## src/sv/collision_hash_table_defines.svh

```systemverilog
// assertion macros used by the cht_dp rtl file
`ifndef COLLISION_HASH_TABLE_DEFINES_SVH
`define COLLISION_HASH_TABLE_DEFINES_SVH
`ifndef SYNTH
`define CHT_ASSERT_IMP(lbl, ck, rn, ante, cons) \
  lbl: assert property (@(posedge ck) disable iff (!rn) (ante) |-> (cons)) \
    else $error("assertion failed: same-cycle implication");
`define CHT_ASSERT_NXT(lbl, ck, rn, ante, cons) \
  lbl: assert property (@(posedge ck) disable iff (!rn) (ante) |=> (cons)) \
    else $error("assertion failed: next-cycle implication");
`else
`define CHT_ASSERT_IMP(lbl, ck, rn, ante, cons)
`define CHT_ASSERT_NXT(lbl, ck, rn, ante, cons)
`endif
`endif

```

## src/sv/cht_pkg.sv

```systemverilog
`default_nettype none
package cht_pkg;

  localparam int DEF_TABLE_DEPTH = 1024;
  localparam int DEF_MAX_MATCHES = 63;

  localparam int PRIME_W  = 32;
  localparam int OFFSET_W = 64;
  localparam int STATUS_W = 3;

  localparam logic [STATUS_W-1:0] ST_MATCH    = 3'd0;
  localparam logic [STATUS_W-1:0] ST_INSERTED = 3'd1;
  localparam logic [STATUS_W-1:0] ST_FULL     = 3'd2;
  localparam logic [STATUS_W-1:0] ST_ZERO     = 3'd3;
  localparam logic [STATUS_W-1:0] ST_CLEARED  = 3'd4;

  typedef struct packed {
    logic                used;
    logic [PRIME_W-1:0]  prime;
    logic [OFFSET_W-1:0] offset;
  } slot_t;

  typedef struct packed {
    logic                load;
    logic                home_start;
    logic                addr_zero;
    logic                addr_home;
    logic                addr_step;
    logic                found_clear;
    logic                found_inc;
    logic                wr_clear;
    logic                wr_entry;
    logic                cnt_clear;
    logic                cnt_inc;
    logic                emit;
    logic [STATUS_W-1:0] emit_code;
  } cmd_t;

  typedef struct packed {
    logic op_clear;
    logic prime_zero;
    logic full;
    logic home_done;
    logic slot_used;
    logic hit;
    logic room;
    logic addr_last;
  } stat_t;

endpackage
`default_nettype wire

```

## src/sv/cht_ctrl.sv

```systemverilog
`default_nettype none
module cht_ctrl (
  input  wire logic           clk,
  input  wire logic           rst_n,
  input  wire logic           start,
  output logic                busy,
  input  wire cht_pkg::stat_t stat,
  output cht_pkg::cmd_t       cmd
);
  import cht_pkg::*;

  localparam logic [2:0] S_INIT   = 3'd0;
  localparam logic [2:0] S_IDLE   = 3'd1;
  localparam logic [2:0] S_DECIDE = 3'd2;
  localparam logic [2:0] S_HASH   = 3'd3;
  localparam logic [2:0] S_SCAN   = 3'd4;
  localparam logic [2:0] S_CLEAR  = 3'd5;

  logic [2:0] state_r;
  logic [2:0] state_nxt;

  always_comb begin
    cmd       = '0;
    state_nxt = state_r;
    case (state_r)
      S_INIT: begin
        cmd.wr_clear  = 1'b1;
        cmd.addr_step = 1'b1;
        if (stat.addr_last) begin
          state_nxt = S_IDLE;
        end
      end
      S_IDLE: begin
        if (start) begin
          cmd.load  = 1'b1;
          state_nxt = S_DECIDE;
        end
      end
      S_DECIDE: begin
        if (stat.op_clear) begin
          cmd.addr_zero = 1'b1;
          state_nxt     = S_CLEAR;
        end else if (stat.prime_zero) begin
          cmd.emit      = 1'b1;
          cmd.emit_code = ST_ZERO;
          state_nxt     = S_IDLE;
        end else if (stat.full) begin
          cmd.emit      = 1'b1;
          cmd.emit_code = ST_FULL;
          state_nxt     = S_IDLE;
        end else begin
          cmd.home_start = 1'b1;
          state_nxt      = S_HASH;
        end
      end
      S_HASH: begin
        if (stat.home_done) begin
          cmd.addr_home   = 1'b1;
          cmd.found_clear = 1'b1;
          state_nxt       = S_SCAN;
        end
      end
      S_SCAN: begin
        if (!stat.slot_used) begin
          cmd.wr_entry  = 1'b1;
          cmd.cnt_inc   = 1'b1;
          cmd.emit      = 1'b1;
          cmd.emit_code = ST_INSERTED;
          state_nxt     = S_IDLE;
        end else begin
          cmd.addr_step = 1'b1;
          cmd.found_inc = stat.hit;
          if (stat.hit && stat.room) begin
            cmd.emit      = 1'b1;
            cmd.emit_code = ST_MATCH;
          end
        end
      end
      S_CLEAR: begin
        cmd.wr_clear  = 1'b1;
        cmd.addr_step = 1'b1;
        if (stat.addr_last) begin
          cmd.cnt_clear = 1'b1;
          cmd.emit      = 1'b1;
          cmd.emit_code = ST_CLEARED;
          state_nxt     = S_IDLE;
        end
      end
      default: begin
        state_nxt = S_IDLE;
      end
    endcase
  end

  assign busy = (state_r != S_IDLE);

  always_ff @(posedge clk) begin
    if (!rst_n) begin
      state_r <= S_INIT;
    end else begin
      state_r <= state_nxt;
    end
  end

endmodule
`default_nettype wire

```

## config.mk

```make
export PLATFORM = sky130hd
export DESIGN_NAME = cht_ctrl
export DESIGN_NICKNAME = d
export VERILOG_FILES = /design/src/sv/collision_hash_table_defines.svh /design/src/sv/cht_pkg.sv /design/src/sv/cht_ctrl.sv
export SDC_FILE = /design/constraint.sdc
export NUM_CORES = 1
export LEC_CHECK = 0
export BUFFER_PORTS_ARGS = -buffer_cell sky130_fd_sc_hd__buf_2
export CAP_MARGIN = 30
export CORE_AREA = 2 2 39 41
export DETAILED_ROUTE_END_ITERATION = 10
export DIE_AREA = 0 0 41 43
export GPL_TIMING_DRIVEN = 1
export SLEW_MARGIN = 20
export SYNTH_ARGS = -nofsm -noshare
export SYNTH_HDL_FRONTEND = slang
export SYNTH_SLANG_ARGS = --single-unit
```

## constraint.sdc

```tcl
create_clock -name clk -period 3.55 [get_ports clk]
set_input_delay 0.355 -clock clk [delete_from_list [all_inputs] [get_ports clk]]
set_output_delay 0.355 -clock clk [all_outputs]
set_load 0.05 [all_outputs]
```

==> flow_summary.toml, run 1 <==
[final_layout]
antenna_cells = 0
largestRegisters = "state_r (3)"
largest_reg_flops = 3
seqCellArea_um2 = 60.06
num-fill-cells = 168
layout-drive-gt1-share_pct = 46.75
max_flop_register = "state_r"
final_cell_count_no_fill = 93
nets = 89
multi_input_area_um2 = 259.0
syn2layout_area_growth_pct = 34.75
final_util_pct = 37.16

[clock_tree]
cts_buffer_depth = 2
clkSlewWorstSetupHoldPaths_ns = 0.03
cts_tree = "yes"
cts_max_level = 1
cts_buffers = 3
root_buffer = "clkbuf_4"
cts_setup_buffers = 0
ctsHoldBuffers = 0
cts_resized = 0
clkLatencyLatePin_ns = 0.23
cts.sink_count = 3

[routing]
wl_um = 1006
drt_iter0_drc = 3
drtAntennaViolNets = 0
drt_first_pass_iters = 2
wl_per_cell_um = 10.82
viasPerCell = 4.785
drcViolationCount = 0
via_count = 445

[timing]
slew_headroom_pct = 68.55
skew_ns = 0.002028
finalSetupTns_ns = 0
rsz0062_at_grt = "no"
fin_crit_ns = 1.965
tightestPinTransition_ns = 0.4711
clock.fmax_mhz = 509.0
setup_viol = 0
hold_viol = 0
finalMaxSlewViolations = 0
fin_crit_sh_pct = 55.34

[synthesis]
synth_cell_types = 29
yosys.area.top_type = "dfxtp_1"
netlist_area_um2 = 381.6
ys_warn_count = 0
seq_area_frac_synth_pct = 15.74
ys_ff_latch = 3
synth_edf_count = 0
synth_top_flop_cell = "dfxtp_1"
synth_area_leaders = "dfxtp_1 (16%), buf_4 (5.9%), and2_1 (4.9%), and3_1 (4.9%), nand2b_1 (4.9%)"
syn-num-nets = 64
syn_avg_cell_area_um2 = 7.200
async_flop_share_pct = 0
synth_most_common_cell = "nor2_1"
synthCells = 53
synth_top_area_share_pct = 15.74

[flow_run]
maxCapViolations = 0

[global_route]
grt_max_degree = 16
grt_usage_pct = 12.15
grt_pass1_vias = 373
grt_overflow_total = 0
antenna_found_initial = 0
grt_pass1_wl_um = 1483

[placement]
port_buffers = 26
hpwl_um = 860.3
dp_cells = 89
gp_congestion = 0.6977

[worst_hold_path]
min_path_type = "in2reg"

[critical_path]
crit_required_ns = 3.19
crit_path_start_kind = "register"
end_kind = "output pin"
path_max_fanout = 9
worstPathArrival_ns = 1.61
critical_path_class = "reg2out"

[floorplan]
fp-row-count = 14
fp.dieH_um = 43
start_util_pct = 27.58
core-area_mm2 = 0.001384
chipWidth_um = 41
die_area_mm2 = 0.001763
io_pins = 27

[status]
outcome = "finished clean"

[power_and_ir_drop]
power_uw = 292.4
p_leak_uw = 0.0002774
ir_worst_vdd_mv = 0.2121
powerDensity_mw_per_mm2 = 568.5
power by group:
group | total (uW) | internal (uW) | switching, uW | leakage [uW]
clock network | 58.7 | 42.0 | 16.6 | 0.0000150
registers | 58.4 | 40.2 | 18.2 | 0.0000247
logic | 175 | 49.8 | 126 | 0.000238
total | 292 | 132 | 160 | 0.000277
per-layer routing:
metal | share of wire [%] | track usage, % | vias to the layer above
met4 | 0 | 8.000 | 0
li1 | - | - | 234
met1 | 41 | 13.50 | 194
met2 | 50 | 20.00 | 17
met3 | 8.9 | 1.571 | 0
met5 | 0 | 0 | -
logic make-up (layout without fill, tap and decap cells):
kind of cell	Yosys count	in the layout	synth area share [%]
compound gates	9	9	20.33
xor+xnor	1	1	2.296
buf+inv	11	35	16.39
flops	3	3	15.74
mux	1	1	2.623
simple gates	28	28	42.63
worst max-delay path, stage by stage, from the launching register on:
cell     delay [ns]
dfxtp_1        0.50
inv_2          0.09
and4_1         0.21
or3_1          0.36
buf_2          0.22
cells in the final DEF (no fill, tap or decap), types with 2 or more instances in the layout:
cell type  synthesis  final
nand2b_1           3      3
nor3_1             3      3
clkbuf_4           0      3
inv_2              2      2
and2_1             3      3
dfxtp_1            3      3
and3_1             3      3
and4_1             2      2
a21oi_1            2      2
buf_2              2     26
nand2_1            3      3
inv_1              3      3
nor2_1             5      5
per-stage QoR:
stage	setup WS [ns]	area (um2)	hold slack [ns]
3_3_place_gp	1.853	488.0	0.5901
6_report	1.585	514.2	0.3897
2_1_floorplan	0.5299	381.6	0.4806
4_1_cts	1.571	514.2	0.3807
3_5_place_dp	1.825	488.0	0.6104
5_1_grt	1.467	514.2	0.3938
worst paths after layout:
check / slack, ns / endpoint / start / depth (start not counted)
max: 1.59 / cmd[3] / state_r[1] / 4
min: 0.39 / state_r[1] / rst_n / 3
min reg2reg: 0.62 / state_r[1] / state_r[1] / 2
max reg2reg: 2.06 / state_r[1] / state_r[2] / 5
area by class of cell:
| type | count | share of cell area [%] |
|---|---|---|
| clock buffers | 4 | 5.109 |
| inverters | 5 | 3.650 |
| multi-input cells | 39 | 50.36 |
| flip-flops and latches | 3 | 11.68 |
| well taps | 16 | 3.893 |
| repair buffers | 26 | 25.30 |
Note: power is estimated with default switching activity, not from simulation.
==> run 2, diff against run 1 <==
==> constraint.sdc (replaced) <==
create_clock -name clk -period 1.6 [get_ports clk]
set_input_delay 0.16 -clock clk [delete_from_list [all_inputs] [get_ports clk]]
set_output_delay 0.16 -clock clk [all_outputs]
set_load 0.05 [all_outputs]
==> run 2 against run 1 <==
First-iteration DRC count grew to 3.0 times the previous value. Sequential cell count stayed put. Sequential power rose by 110%. Clock power rose by 140%. Hold slack lost 0.22 ns. Routed wire length is 7.8% higher. Clock-buffer cell count unchanged. Critical path depth is 1 lower. Clock skew rose by 0.0075 ns. Global-route usage grew 1.2 points. Sequential share of layout area shrank 0.051 points. Register-to-register slack worse by 1.8 ns. Critical endpoint unchanged. Largest cell class unchanged. Largest power group unchanged.
==> flow_summary.toml, run 2 (synthesis gave the netlist of run 1 again) <==
[critical_path]
critical_path_class = "reg2out"
crit_required_ns = 1.44
path_max_fanout = 15
end_kind = "output pin"
timing.rr.end = "state_r[1]"
rr_worst_depth = 5
worstPathCellList = "and4_4 -> or3_4 -> buf_6"
worst-path-buf-inv = 1
cpPeakStageDelay_ns = 0.40
crit_family = "simple AND/OR/NAND/NOR gates"
rr_startpoint = "state_r[1]"
worstPathArrival_ns = 1.38
reg2reg_slack_ns = 0.25
cpMaxStageDelayCell = "dfxtp_4"
crit_path_start_kind = "register"

[final_layout]
syn2layout_area_growth_pct = 55.08
max_flop_register = "state_r"
largestRegisters = "state_r (3)"
largest_reg_flops = 3
num-fill-cells = 146
antenna_cells = 0
nets = 91
seqCellArea_um2 = 68.82
multi_input_area_um2 = 296.5
final_cell_mix = "buf_2 (24), nor2_1 (4), clkbuf_4 (4)"
final_util_pct = 42.77
mostFrequentLayoutCell = "buf_2"
layout-drive-gt1-share_pct = 59.49

[floorplan]
chipWidth_um = 41
fp-row-count = 14
io_pins = 27
die_area_mm2 = 0.001763
fp.dieH_um = 43
core-area_mm2 = 0.001384
start_util_pct = 27.58

[timing]
finalSetupTns_ns = 0
fin_crit_sh_pct = 96.22
tightestPinTransition_ns = 0.3321
clock.fmax_mhz = 649.6
slew_headroom_pct = 77.78
hold_viol = 0
setup_viol = 0
rsz0062_at_grt = "yes"
fin_crit_ns = 1.540
finalMaxSlewViolations = 0
skew_ns = 0.009492

[global_route]
met2_usage_pct = 19.69
met3_usage_pct = 3.141
grt_overflow_total = 0
grt_usage_pct = 13.35
grt_busiest_layer = "met2"
grt_pass1_wl_um = 1566
grt_pass1_vias = 376
antenna_found_initial = 0
grt_max_degree = 16
use_met1_pct = 16.72

[worst_hold_path]
min_to = "state_r[1]"
hold_depth = 3
hp-start = "rst_n"
min_path_type = "in2reg"

[power_and_ir_drop]
switchingPower_uw = 387.2
p_leak_uw = 0.0002985
power.share.sequential_pct = 16.6
power.share.clock_pct = 19.7
ir_worst_vdd_mv = 0.4454
combPwrFrac_pct = 63.6
p_sw_share_pct = 53.39
p_int_uw = 337.9
powerDensity_mw_per_mm2 = 1225

[routing]
wl_um = 1084
drt_iter0_drc = 9
drt_first_pass_iters = 4
drtAntennaViolNets = 0
via_count = 456
viasPerCell = 4.800
wl_per_cell_um = 11.41
drcViolationCount = 0

[status]
outcome = "finished clean"

[clock_tree]
clkSlewWorstSetupHoldPaths_ns = 0.04
root_buffer = "clkbuf_4"
cts_max_level = 1
cts_tree = "yes"
cts_buffers = 3
ctsHoldBuffers = 0
clkLatencyLatePin_ns = 0.25
cts_resized = 9
cts_buffer_depth = 2
cts.sink_count = 3
cts_setup_buffers = 0

[placement]
hpwl_um = 819.6
port_buffers = 26
gp_congestion = 0.7963

[flow_run]
maxCapViolations = 0
==> run 2: cell types whose count changed in the layout (fill, tap and decap cells not counted), sizes merged <==
cell / before / now
buf: 26 / 27
clkbuf: 4 / 5
==> run 2: per-layer routing <==
layer	share of wire, %	wire (um)	vias to the layer above
met5	0	0	-
met2	44	474	22
met3	8.4	91	2
li1	-	-	237
met1	45	491	195
met4	2.5	27	0
==> run 2: final cells by class <==
| cell class | instances | share of cell area [%] |
|---|---|---|
| Inverter | 5 | 3.171 |
| Tap cell | 16 | 3.383 |
| Clock buffer | 4 | 4.440 |
| Timing Repair Buffer | 28 | 27.27 |
| Sequential cell | 3 | 11.63 |
| Multi-Input combinational cell | 39 | 50.11 |
==> run 2: worst reg2reg max path: stages, from the launching register on <==
cell	delay, ns
dfxtp_4	0.35
buf_6	0.13
nor3b_2	0.15
o21ai_2	0.19
o211ai_2	0.14
a221oi_2	0.28
==> run 2: worst max-delay path by stage <==
stage / from / to / slack, ns / depth (start not counted)
6_report: state_r[2] / cmd[3] / 0.06 / 3
5_1_grt: state_r[2] / cmd[0] / -0.002 / 5
4_1_cts: state_r[2] / cmd[3] / 0.01 / 3
3_5_place_dp: state_r[2] / state_r[1] / 0.07 / 5
3_3_place_gp: state_r[2] / state_r[1] / 0.10 / 5
2_1_floorplan: state_r[2] / cmd[12] / -0.17 / 2
==> run 2: stage by stage <==
stage               hold WS (ns)  instance area (um2)  instances  setup WS [ns]  total power [uW]
finish                    0.1658                591.8         95        0.06049             725.1
global route              0.1751                591.8         95      -0.002115             773.0
CTS                       0.1532                585.6         95        0.01385             730.5
detailed placement        0.4310                530.5         91        0.06603             551.2
global placement          0.4278                530.5         91         0.1001             552.3
floorplan                 0.2856                409.1         53        -0.1744             468.7
==> run 2: power groups by stage <==
stage / combinational [uW] / sequential, uW / clock, uW
after global routing: 491 / 123 / 159
after floorplan: 372 / 96.4 / 0
after detailed placement: 440 / 111 / 0
final: 461 / 121 / 143
after global placement: 441 / 111 / 0
after CTS: 460 / 119 / 152
